$ cat config.mk
export PLATFORM = sky130hd
export DESIGN_NAME = bsrmv_job_queue
export DESIGN_NICKNAME = d
export VERILOG_FILES = /design/src/design/bsrmv_pkg.sv /design/src/design/bsrmv_job_queue.sv
export SDC_FILE = /design/constraint.sdc
export NUM_CORES = 1
export LEC_CHECK = 0
export BUFFER_PORTS_ARGS = -buffer_cell sky130_fd_sc_hd__buf_2
export CORE_AREA = 2 2 255 257
export DETAILED_ROUTE_END_ITERATION = 8
export DIE_AREA = 0 0 257 259
export PLACE_DENSITY = 0.66
export SYNTH_ARGS = -nofsm -noshare
export SYNTH_HDL_FRONTEND = slang
export SYNTH_SLANG_ARGS = --single-unit
$ cat constraint.sdc
create_clock -name clk -period 19.12 [get_ports clk]
set_clock_uncertainty 0.2 [all_clocks]
set_input_delay 1.912 -clock clk [delete_from_list [all_inputs] [get_ports clk]]
set_output_delay 1.912 -clock clk [all_outputs]
set_load 0.02 [all_outputs]
$ cat src/design/bsrmv_pkg.sv
// Shared types and constants for the block-row matrix-vector accumulator.
`timescale 1ns / 1ps
package bsrmv_pkg;

  localparam int DATA_W    = 32;
  localparam int ACC_W     = 48;
  localparam int LANES     = 4;
  localparam int LANE_W    = 2;
  localparam int JOB_DEPTH = 2;
  localparam int OUT_DEPTH = 8;

  localparam logic [1:0] CMD_ADD       = 2'd0;
  localparam logic [1:0] CMD_ADD_CLOSE = 2'd1;
  localparam logic [1:0] CMD_CLOSE     = 2'd2;
  localparam logic [1:0] CMD_NONE      = 2'd3;

  localparam logic [1:0] REG_ALPHA        = 2'd0;
  localparam logic [1:0] REG_BETA         = 2'd1;
  localparam logic [1:0] REG_COLUMN_MAJOR = 2'd2;

  localparam logic [LANE_W-1:0] LANE_LAST = 2'd3;

  typedef struct packed {
    logic [1:0]               cmd;
    logic [3:0]               element_pos;
    logic signed [DATA_W-1:0] matrix_value;
    logic signed [DATA_W-1:0] x_value;
    logic signed [DATA_W-1:0] old_y0;
    logic signed [DATA_W-1:0] old_y1;
    logic signed [DATA_W-1:0] old_y2;
    logic signed [DATA_W-1:0] old_y3;
  } in_beat_t;

  typedef struct packed {
    logic signed [DATA_W-1:0] y_value;
    logic [LANE_W-1:0]        lane;
    logic                     last;
  } out_beat_t;

  typedef struct packed {
    logic signed [DATA_W-1:0] alpha_gain;
    logic signed [DATA_W-1:0] beta_gain;
    logic                     column_major;
  } cfg_t;

  typedef struct packed {
    logic [LANES-1:0][ACC_W-1:0]  sums;
    logic [LANES-1:0][DATA_W-1:0] olds;
  } close_job_t;

endpackage

$ cat src/design/bsrmv_job_queue.sv
// Short queue of row-close jobs between the front and back ends.
`timescale 1ns / 1ps
module bsrmv_job_queue import bsrmv_pkg::*; (
  input  logic       clk,
  input  logic       rst,
  input  logic       wr_valid,
  input  close_job_t wr_job,
  output logic       room,
  output logic       rd_valid,
  output close_job_t rd_job,
  input  logic       rd_take
);

  localparam int PTR_W = (JOB_DEPTH > 1) ? $clog2(JOB_DEPTH) : 1;
  localparam int CNT_W = $clog2(JOB_DEPTH + 1);

  close_job_t       slots [JOB_DEPTH];
  logic [PTR_W-1:0] wr_ptr;
  logic [PTR_W-1:0] rd_ptr;
  logic [CNT_W-1:0] count;
  logic             do_wr;
  logic             do_rd;

  assign room     = count < CNT_W'(JOB_DEPTH);
  assign rd_valid = count != '0;
  assign rd_job   = slots[rd_ptr];
  assign do_wr    = wr_valid && room;
  assign do_rd    = rd_take && rd_valid;

  always_ff @(posedge clk) begin
    if (rst) begin
      wr_ptr <= '0;
      rd_ptr <= '0;
      count  <= '0;
    end else begin
      if (do_wr) begin
        wr_ptr <= (wr_ptr == PTR_W'(JOB_DEPTH - 1)) ? '0 : wr_ptr + 1'b1;
      end
      if (do_rd) begin
        rd_ptr <= (rd_ptr == PTR_W'(JOB_DEPTH - 1)) ? '0 : rd_ptr + 1'b1;
      end
      count <= count + CNT_W'(do_wr) - CNT_W'(do_rd);
    end
  end

  always_ff @(posedge clk) begin
    if (do_wr) begin
      slots[wr_ptr] <= wr_job;
    end
  end

endmodule

# --- Word level (Yosys, flattened, before mapping) ---
# Memory sizes are Yosys's and may differ from the RTL's. A register that Yosys moved wholly into a read port is not among the register bits.
# Cells that the tools add are included.
totals:
  ff_bits: 4
  mem_bits_rw: 640
  input_bits: 324
  out_inout_bits: 322
  wordCells: 18
  memories: 1
op_classes:
  add_sub_neg: 4
  n_lt_le_gt_ge: 1
  muxes: 6
  reduce_logical: 3
memory_table:
  columns: ["memory", "depth", "word_bits", "read_ports", "rd_ports_with_merged_regs", "write_ports", "line", "rtl"]
  rows:
  - ["slots", 2, 320, 1, 1, 1, "bsrmv_job_queue.sv:17", "close_job_t slots [JOB_DEPTH];"]
op_table:
  columns: ["operator", "count"]
  rows:
  - ["$mux W1", 6]
  - ["$add A1 B1 Y1 const B", 2]
  - ["$add A2 B1 Y2", 1]
  - ["$logic_and A1 B1 Y1", 2]
  - ["$lt A2 B2 Y1 const B", 1]
  - ["$reduce_bool A2 Y1", 1]
  - ["$sub A2 B1 Y2", 1]

# --- Longest topological paths before layout ---
logic_depth:
  depth_word: 4
  ltp_mapped: 6
  ltp_nobuf: 6

# --- Worst setup path after synthesis ---
# OpenSTA, ideal clock, no wires.
synth_path:
  path_type: "in2reg"
  start: "input wr_valid"
  end: "memory slots[0][0] (netlist name), enable pin"
  setup_time_ns: 1.046
  t_arrival_ns: 16.159
  required_ns: 17.874
  setup_slack_ns: 1.714
  path_stages: 2
  path_buffers: 0
  path_cell_list: "nor2b_1 nor2b_1"
synth_via:
  elab_chain_cells: 3
synth_rtl:
  columns: ["item", "line", "rtl"]
  rows:
  - ["start, declared", "bsrmv_job_queue.sv:6", "input logic wr_valid,"]
  - ["$logic_and A1 B1 Y1", "bsrmv_job_queue.sv:27", "assign do_wr = wr_valid && room;"]
  - ["$mux W1", "bsrmv_job_queue.sv:47", "if (do_wr) begin"]
  - ["$mux W1 (not written as such)", "bsrmv_job_queue.sv:48", "slots[wr_ptr] <= wr_job;"]
  - ["end, declared", "bsrmv_job_queue.sv:17", null]
# No other way between the ends.

==> results_dict.tcl <==
set metrics [dict create \
    grt_pass1_vias 13051 \
    syn_avg_cell_area_um2 24.31 \
    slowest_delay_ps 960 \
    antenna_found_initial 23 \
    synth.area.top_cells "edfxtp_1 77%, mux2_4 18%, buf_12 2.7%" \
    worstRegToRegCells 4 \
    cts_max_level 3 \
    synth.distinct_cells 21 \
    core_area_mm2 0.06388 \
    via_count 12132 \
    hpwl_um 38860 \
    status "finished, final reports clean" \
    cts_setup_buffers 0 \
    cts_sinks 645 \
    cp_data_required_time_ps 17010 \
    routed_wl_um 55240 \
    crit_path_max_fanout 57 \
    drt-initial-drc-count 714 \
    period_share_pct 35.45 \
    cp-end-kind "primary output" \
    r2r_setup_slack_ps 15210 \
    setup_ws_ps 12340 \
    ys_seq_elements 645 \
    final_hold_viol_count 0 \
    clk_pin_slew_ps 50 \
    yosys.area.top_type "edfxtp_1" \
    antenna_left 0 \
    dp_cells 2501 \
    worstPathCellList "buf_4 -> buf_4 -> buf_4 -> mux2_4 -> buf_2" \
    ir_drop_mv 0.09370 \
    die_y_um 259 \
    die_area_mm2 0.06656 \
    cellPowerDensity_mw_per_mm2 127.8 \
    syn-instance-count 1023 \
    via_per_inst 4.590 \
    grt_remaining_overflow 0 \
    fmaxAchievable_ghz 0.1476 \
    synth_area_mm2 0.02487 \
    min_to "rd_ptr$_SDFFE_PP0P_" \
    min_from "rd_ptr$_SDFFE_PP0P_" \
    io_buffers 645 \
    drc 0 \
    grt_usage_pct 16.06 \
    crit_arrival_ps 4670 \
    critPathKind "reg -> out" \
    fin_cells 2643 \
    cts_buffers 69 \
    cts_resized 0 \
    worst_path_max_delay_cell "dfxtp_4" \
    area_growth_pct 23.57 \
    final_cell_mix "645 x buf_2, 640 x edfxtp_1, 300 x mux2_4, 70 x clkbuf_16, 20 x mux2_2" \
    cts_hold_buf 0 \
    cp_common_cell "buf_4" \
    seq_area_frac_synth_pct 77.69 \
    pre_cts_ws_ps 12890 \
    io_pins 646 \
    grt_max_degree 80 \
    die_x_um 257 \
    hold-path-cell-count 2 \
    tightestPinTransition_ps 1121 \
    yosysWarnings 0 \
    rsz0062_at_grt "no" \
    grt_pass1_wl_um 80470 \
    start_util_pct 38.93 \
    fin_tns_setup_ps 0 \
    slew_viol_final 0 \
    p_leak_nw 11.92 \
    fin_crit_ps 6777 \
    r2r-end "slots[0][207]$_DFFE_PP_" \
    cp-start-kind "register" \
    final_common_cell "buf_2" \
    setup_viol_count_final 0 \
    rows 93 \
    clock-root-buffer "clkbuf_16" \
    clk_latency_ps 580 \
    synth_top_area_share_pct 77.29 \
    syn-num-nets 1348 \
    hp-class "reg -> reg" \
    drive_gt1_share_pct 60.94 \
    slew_headroom_pct 25.29 \
    r2r_start "count[1]$_SDFF_PP0_" \
    clockBufferDepth 3 \
    cts_tree "yes" \
    maxCapViolCount 0 \
    post_drt_wl_per_cell_um 20.90 \
    first_pass_iters 4 \
    place_congestion 0.8348 \
    final_net_count 2042 \
]
-- power by group --
group / total, W / leakage, nW / switching (W) / internal (W)
Clock: 0.00122 / 1.02 / 0.000540 / 0.000679
Combinational: 0.000922 / 4.87 / 0.000524 / 0.000398
Sequential: 0.00179 / 6.02 / 0.0000502 / 0.00173
Total: 0.00393 / 11.9 / 0.00111 / 0.00281
-- worst max path at each step --
stage,to,slack (ps),cells past startpoint
2_1_floorplan,slots[0][0]$_DFFE_PP_,1710,2
3_3_place_gp,rd_job[217],12950,5
3_5_place_dp,rd_job[202],12890,5
4_1_cts,rd_job[202],12240,5
5_1_grt,rd_job[202],12100,5
6_report,rd_job[202],12340,5
-- metrics by stage --
step                      hold slack (ps)  util, %  total power, W  area (µm²)
after floorplan                     272.5        -        0.002584       24870
after global placement              283.5    44.77        0.002738       28600
after detailed placement            303.2    44.77        0.002753       28600
after CTS                           316.3    48.02        0.003984       30680
after global routing                350.0    48.09        0.004084       30720
final                               310.5    48.10        0.003926       30730
-- flip-flops by register name, summed over array words and instances, names as in the netlist, named ones only --
signal  cells
count       2
rd_ptr      1
slots     640
wr_ptr      1
-- per-layer routing --
layer	up-vias	wire length, µm	track usage [%]
li1	5511	-	-
met1	6041	20200	17.84
met2	435	28990	27.91
met3	137	3634	4.530
met4	8	2365	8.850
met5	-	44	0
-- synth_stat cells, drive strengths merged --
cell,n
dfxtp,5
nor2,4
xor2,1
ha,1
mux2,320
or2,1
buf,36
a21oi,1
nor3,2
o21ai,2
xnor2,1
inv,1
nor2b,4
and4bb,1
o21a,1
edfxtp,640
nand3,1
and2,1
-- logic make-up after synthesis --
kind of cell	count (synthesis)	share of synthesized area [%]
buffers and inverters	37	2.757
XOR/XNOR	2	0.07046
multiplexers	320	19.02
AND/OR/NAND/NOR	14	0.3220
AO/OA/AOI/OAI	4	0.09056
flip-flops	645	77.69
adder cells (fa/ha/maj)	1	0.05031
-- critical path, delay by kind of cell, from the launching register on --
family                 cells  cell delay, ps
multiplexers               1             350
flip-flops                 1             960
buffers and inverters      4            2610
-- area by class of cell --
type	instances	area, µm²
clock buffers	80	1789
well taps	855	1070
diodes	19	47.55
fillers	5373	33160
clock inverters	43	289.0
flip-flops and latches	645	19320
multi-input cells	341	4872
repair buffers	659	3333
inverters	1	3.754
No activity file was read; power rests on OpenSTA's default activity.
