## src/design/bsrmv_pkg.sv

```systemverilog
// Shared types and constants for the block-row matrix-vector accumulator.
`timescale 1ns / 1ps
package bsrmv_pkg;

  localparam int DATA_W    = 32;
  localparam int ACC_W     = 48;
  localparam int LANES     = 4;
  localparam int LANE_W    = 2;
  localparam int JOB_DEPTH = 2;
  localparam int OUT_DEPTH = 8;

  localparam logic [1:0] CMD_ADD       = 2'd0;
  localparam logic [1:0] CMD_ADD_CLOSE = 2'd1;
  localparam logic [1:0] CMD_CLOSE     = 2'd2;
  localparam logic [1:0] CMD_NONE      = 2'd3;

  localparam logic [1:0] REG_ALPHA        = 2'd0;
  localparam logic [1:0] REG_BETA         = 2'd1;
  localparam logic [1:0] REG_COLUMN_MAJOR = 2'd2;

  localparam logic [LANE_W-1:0] LANE_LAST = 2'd3;

  typedef struct packed {
    logic [1:0]               cmd;
    logic [3:0]               element_pos;
    logic signed [DATA_W-1:0] matrix_value;
    logic signed [DATA_W-1:0] x_value;
    logic signed [DATA_W-1:0] old_y0;
    logic signed [DATA_W-1:0] old_y1;
    logic signed [DATA_W-1:0] old_y2;
    logic signed [DATA_W-1:0] old_y3;
  } in_beat_t;

  typedef struct packed {
    logic signed [DATA_W-1:0] y_value;
    logic [LANE_W-1:0]        lane;
    logic                     last;
  } out_beat_t;

  typedef struct packed {
    logic signed [DATA_W-1:0] alpha_gain;
    logic signed [DATA_W-1:0] beta_gain;
    logic                     column_major;
  } cfg_t;

  typedef struct packed {
    logic [LANES-1:0][ACC_W-1:0]  sums;
    logic [LANES-1:0][DATA_W-1:0] olds;
  } close_job_t;

endpackage

```

## src/design/bsrmv_front.sv

```systemverilog
// Front end: takes input beats, forms products and keeps the row accumulators.
`timescale 1ns / 1ps
module bsrmv_front import bsrmv_pkg::*; #(
  parameter int FRAC_BITS = 16
) (
  input  logic       clk,
  input  logic       rst,
  input  logic       column_major,
  input  logic       push,
  output logic       full,
  input  in_beat_t   item,
  output logic       job_push,
  output close_job_t job,
  input  logic       job_room
);

  localparam int PROD_W = 2 * DATA_W;
  localparam int SUM_W  = PROD_W + 1;
  localparam logic signed [SUM_W-1:0] ACC_MAX =
    {{(SUM_W-ACC_W+1){1'b0}}, {(ACC_W-1){1'b1}}};
  localparam logic signed [SUM_W-1:0] ACC_MIN =
    {{(SUM_W-ACC_W+1){1'b1}}, {(ACC_W-1){1'b0}}};

  logic                         s1_valid;
  logic [1:0]                   s1_cmd;
  logic [LANE_W-1:0]            s1_row;
  logic signed [PROD_W-1:0]     s1_prod;
  logic [LANES-1:0][DATA_W-1:0] s1_old;
  logic signed [ACC_W-1:0]      acc [LANES];

  logic signed [PROD_W-1:0]     mul;
  logic signed [PROD_W-1:0]     prod_sh;
  logic signed [ACC_W-1:0]      acc_sel;
  logic signed [SUM_W-1:0]      sum_wide;
  logic signed [ACC_W-1:0]      acc_sat;
  logic [LANES-1:0][ACC_W-1:0]  new_sum;
  logic                         has_add;
  logic                         closes;
  logic                         stall;
  logic                         advance;

  assign mul     = item.matrix_value * item.x_value;
  assign prod_sh = s1_prod >>> FRAC_BITS;
  assign has_add = (s1_cmd == CMD_ADD) || (s1_cmd == CMD_ADD_CLOSE);
  assign closes  = (s1_cmd == CMD_ADD_CLOSE) || (s1_cmd == CMD_CLOSE);
  assign stall   = s1_valid && closes && !job_room;
  assign advance = s1_valid && !stall;
  assign full    = stall;

  assign acc_sel  = acc[s1_row];
  assign sum_wide = $signed({{(SUM_W-ACC_W){acc_sel[ACC_W-1]}}, acc_sel})
                  + $signed({prod_sh[PROD_W-1], prod_sh});

  always_comb begin
    if (sum_wide > ACC_MAX) begin
      acc_sat = {1'b0, {(ACC_W-1){1'b1}}};
    end else if (sum_wide < ACC_MIN) begin
      acc_sat = {1'b1, {(ACC_W-1){1'b0}}};
    end else begin
      acc_sat = sum_wide[ACC_W-1:0];
    end
    for (int r = 0; r < LANES; r++) begin
      new_sum[r] = (has_add && (s1_row == LANE_W'(r))) ? acc_sat : acc[r];
    end
  end

  assign job_push = advance && closes;
  assign job.sums = new_sum;
  assign job.olds = s1_old;

  always_ff @(posedge clk) begin
    if (rst) begin
      s1_valid <= 1'b0;
      for (int r = 0; r < LANES; r++) begin
        acc[r] <= '0;
      end
    end else begin
      if (!stall) begin
        s1_valid <= push && (item.cmd != CMD_NONE);
      end
      if (advance) begin
        for (int r = 0; r < LANES; r++) begin
          acc[r] <= closes ? '0 : new_sum[r];
        end
      end
    end
  end

  always_ff @(posedge clk) begin
    if (!stall) begin
      s1_cmd  <= item.cmd;
      s1_row  <= column_major ? item.element_pos[1:0] : item.element_pos[3:2];
      s1_prod <= mul;
      s1_old  <= {item.old_y3, item.old_y2, item.old_y1, item.old_y0};
    end
  end

endmodule

```

## config.mk

```make
export PLATFORM = sky130hd
export DESIGN_NAME = bsrmv_front
export DESIGN_NICKNAME = d
export VERILOG_FILES = /design/src/design/bsrmv_pkg.sv /design/src/design/bsrmv_front.sv
export SDC_FILE = /design/constraint.sdc
export NUM_CORES = 2
export LEC_CHECK = 0
export ABC_AREA = 1
export BUFFER_PORTS_ARGS = -buffer_cell sky130_fd_sc_hd__buf_2
export CORE_MARGIN = 5
export CORE_UTILIZATION = 45
export CTS_CLUSTER_DIAMETER = 100
export DETAILED_ROUTE_END_ITERATION = 16
export GPL_ROUTABILITY_DRIVEN = 0
export PLACE_DENSITY = 0.71
export SLEW_MARGIN = 5
export SYNTH_ARGS = -nofsm -noshare
export SYNTH_HDL_FRONTEND = slang
export SYNTH_SLANG_ARGS = --single-unit
```

## constraint.sdc

```tcl
create_clock -name clk -period 13 [get_ports clk]
set_input_delay 2.6 -clock clk [delete_from_list [all_inputs] [get_ports clk]]
set_output_delay 2.6 -clock clk [all_outputs]
set_load 0.02 [all_outputs]
```

# Yosys cells after proc, flatten, opt, wreduce, memory -nomap -nowiden
# Memory sizes are Yosys's and may differ from the RTL's. A register that Yosys moved wholly into a read port is not among the register bits.
# Index checks and enable logic that the tools add are counted.
[classes]
n_addsub = 1
mul = 1
magnitude_cmp = 2
n_eq_ne = 6
n_mux = 21
bitwise = 4
n_reduce_logical = 15
[ops]
columns = ["cell", "count"]
rows = [
  ["48-bit two-way mux", 14],
  ["32-bit by 32-bit multiplier with 64-bit output", 1],
  ["48-bit by 48-bit adder with 49-bit output", 1],
  ["49-bit by 48-bit > comparator with 1-bit output (second input constant)", 1],
  ["49-bit by 48-bit < comparator with 1-bit output (second input constant)", 1],
  ["1-bit logical AND", 9],
  ["2-bit == test (second input constant)", 3],
  ["1-bit two-way mux", 5],
  ["2-bit by 1-bit == test with 1-bit output (second input constant)", 2],
  ["2-bit zero test", 2],
  ["2-bit two-way mux", 2],
  ["1-bit bitwise OR", 4],
  ["1-bit zero test", 2],
  ["1-bit logical OR", 2],
  ["2-bit inequality test (second input constant)", 1],
]
[word_totals]
ff_bits = 197
mem_bits_rw = 192
in_bits = 203
out_inout_bits = 322
elab_cells = 59
memories = 1
[memory_table]
columns = ["name", "depth", "width", "rd", "rd_ports_with_merged_regs", "write_ports", "line_no", "source"]
rows = [
  ["acc", 4, 48, 5, 1, 4, "bsrmv_front.sv:29", "logic signed [ACC_W-1:0] acc [LANES];"],
]

# Logic depth before layout (Yosys ltp)
[logic_depth]
depth_word = 10
mapped_depth = 32

# Least setup slack after synthesis
# No wires, ideal clock.
[synth_path]
path_kind = "input to register"
from = "input port job_room"
to = "memory acc[0][0], enable pin"
setup_time_ns = 0.560
arrival_time_ns = 10.578
required_time_ns = 12.440
setup_slack_ns = 1.862
path_stages = 4
cell_sequence = "nor2_1 inv_1 nand2_1 nand2_1"
[synth_rtl]
columns = ["element", "line_no", "source"]
rows = [
  ["start, declared", "bsrmv_front.sv:14", "input logic job_room"],
  ["end, declared", "bsrmv_front.sv:29", ""],
]

# Worst setup path in the final report
[layout_path]
from = "input port item[191] in the netlist's numbering"
to = "register s1_prod[58] (data pin)"
[layout_between]
elab_chain_cells = 1
[layout_rtl]
columns = ["element", "line_no", "source"]
rows = [
  ["start, declared", "bsrmv_front.sv:11", "input in_beat_t item,"],
  ["32-bit by 32-bit multiplier with 64-bit output", "bsrmv_front.sv:42", "assign mul = item.matrix_value * item.x_value;"],
  ["named net mul[58]", "bsrmv_front.sv:31", "logic signed [PROD_W-1:0] mul;"],
  ["end signal, assigned", "bsrmv_front.sv:93", "s1_prod <= mul;"],
  ["end, declared", "bsrmv_front.sv:27", "logic signed [PROD_W-1:0] s1_prod;"],
]
# The timed path passes the listed nets, and every way through them passes these cells.
# A chain may end at the register's enable or synchronous reset.

==> impl_metrics.json <==
{
  "status": "finished, final reports clean",
  "crit_end": "s1_prod[58]",
  "antenna_found_initial": 28,
  "synth.net_count": 8866,
  "synthesis.area_um2": 61000,
  "arrival_ns": 10.42,
  "reg2reg_slack_ns": 7.12,
  "ys_warn_count": 0,
  "synth_top_area_share": 0.355,
  "synth_area_leaders": "fa_1 (35%), edfxtp_1 (18%), inv_1 (12%)",
  "fin_setup_tns_ns": 0,
  "hold_viol_final": 0,
  "wire_per_inst_um": 19.8,
  "fp-row-count": 135,
  "cts_buffers": 42,
  "tightestPinTransition_ns": 1.15,
  "r2r-end": "acc[3][0]",
  "cts_tree": "built",
  "die_y_um": 378,
  "htree_levels": 2,
  "synth_seq_cells": 375,
  "async_flop_share": 0,
  "drive_above_1_share": 0.160,
  "seq_area_frac_synth": 0.184,
  "io_pins": 525,
  "rsz0062_at_grt": "no",
  "dr.first_iter.drc_count": 4913,
  "clk_pin_slew_ns": 0.06,
  "synth_fa_ha_area_frac": 0.402,
  "synthFlopType": "edfxtp_1",
  "end_kind": "flop",
  "nets": 9154,
  "critPathLaunch": "item[191]",
  "synth_top_family_by_area": "adder cells",
  "syn_inst": 7351,
  "r2r_cells": 22,
  "min_path_type": "reg2reg",
  "mostFrequentLayoutCell": "inv_1",
  "crit_fanout": 32,
  "synth_cell_type_count": 47,
  "fin_crit_sh": 0.777,
  "dr.pass1.iters": 9,
  "grt_pass1_wl_mm": 291,
  "final.fill_count": 12800,
  "gr-total-overflow": 0,
  "cts-hold-fix-buffers": 0,
  "grt_max_degree": 143,
  "start_kind": "input port",
  "synth-edff-count": 372,
  "synth_xor_area_frac": 0.0122,
  "start_util": 0.452,
  "slew_viol_final": 0,
  "synth_area_per_cell_um2": 8.30,
  "cts_setup_buffers": 0,
  "clkLatencyLatePin_ns": 0.60,
  "dp_hpwl_mm": 149,
  "cts-root-buf": "clkbuf_16",
  "post_cts_resized": 0,
  "ant_nets": 0,
  "core_um2": 135000,
  "period_needed_ns": 10.10,
  "port_buffers": 524,
  "maxCapViolCount": 0,
  "relSlewSlack": 0.231,
  "required_ns": 13.32,
  "muxShareOfSynthArea": 0.000369,
  "yosysTopAreaCell": "fa_1",
  "skew_ns": 0.0545,
  "final_cell_mix": "inv_1 (2005), nand2_1 (1706), fa_1 (1082)",
  "grt_pass1_vias": 51400,
  "post-route-drc-count": 0,
  "clock_tree.buffer_depth": 3,
  "synth_compound_area_frac": 0.0387,
  "track_usage": 0.259,
  "via_per_inst": 5.26,
  "yosys.area_share.simple": 0.216,
  "die_x_um": 378,
  "syn_to_final_growth_pct": 8.61,
  "vias": 49800,
  "fmax_mhz": 99.0,
  "wl_mm": 187,
  "dieArea_um2": 143000,
  "cts_sinks": 375,
  "finalSetupViolCount": 0,
  "worst-setup-path-type": "in2reg"
}
## worst min path at each step
stage	cells after the start	slack, ns	from	endpoint
3_5_place_dp	2	0.65	acc[1][47]	acc[1][47]
3_3_place_gp	2	0.63	acc[2][47]	acc[2][47]
4_1_cts	2	0.67	acc[1][47]	acc[1][47]
2_1_floorplan	2	0.56	s1_row[0]	flop
5_1_grt	2	0.70	acc[1][47]	acc[1][47]
6_report	4	0.67	acc[1][26]	acc[1][26]
## cell type report
type                            instances  area [um2]  area share
Antenna cell                            9        22.5    0.000340
Clock inverter                         25         345     0.00521
Tap cell                             1781        2230      0.0336
Sequential cell                       375       11200       0.169
Multi-Input combinational cell       4638       40900       0.617
Timing Repair Buffer                  552        2870      0.0433
Inverter                             2030        7630       0.115
Clock buffer                           50        1080      0.0163
## sequential cells by signal, summed over array words and instances (netlist names), named ones only
register  cells
s1_row        2
job         128
s1_cmd        2
s1_prod      48
acc         192
s1_valid      1
## cells in the mapped netlist, types with 56 or more instances
cell,count
a21oi_1,263
clkbuf_1,255
edfxtp_1,372
fa_1,1082
ha_1,230
inv_1,2008
nand2_1,1707
nand2_2,134
nand3_1,142
nand3_2,124
nor2_1,299
nor2_2,134
o21ai_0,120
or2_2,152
xor2_1,56
## critical path, cell delays in order
cell	delay [ns]
buf_2	0.51
nand2_1	0.25
inv_1	0.15
fa_1	0.40
inv_1	0.26
fa_1	0.46
inv_1	0.20
fa_1	0.49
fa_1	0.90
inv_1	0.36
fa_1	0.58
inv_1	0.06
fa_1	0.53
inv_1	0.05
fa_1	0.48
inv_1	0.05
fa_1	0.45
ha_1	0.40
a21oi_1	0.18
inv_1	0.07
a31oi_1	0.23
o21ai_0	0.17
a21oi_1	0.13
o21ai_0	0.10
a21oi_1	0.20
xnor2_1	0.12
## cells by family after synthesis
kind of cell,count (synthesis)
AOI/OAI and AO/OA,444
xor gates and xnor gates,85
adders and majority gates,1312
buffers and inverters,2338
DFF,375
muxes,2
and+or+nand+nor,2795
## through the flow
step                      utilization  std cells  instance area (um2)  hold WS (ns)  setup WS (ns)
final                           0.491       9460                66300         0.669           2.90
after global routing            0.490       9453                66300         0.695           2.43
after CTS                       0.490       9451                66300         0.668           3.01
after detailed placement        0.480       9376                64800         0.650           2.38
after global placement          0.480       9376                64800         0.635           2.53
after floorplan                     -       7351                61000         0.560           1.86
## per-layer routing
| layer | vias up | track usage | wire length (um) |
|---|---|---|---|
| li1 | 21900 | - | - |
| met1 | 24600 | 0.349 | 73600 |
| met2 | 2763 | 0.411 | 85100 |
| met3 | 485 | 0.0699 | 21700 |
| met4 | 28 | 0.0741 | 6330 |
| met5 | - | 0.00892 | 356 |
Power is not shown: default switching activity piles up to over one toggle a cycle in this logic, so the estimate is an artifact.
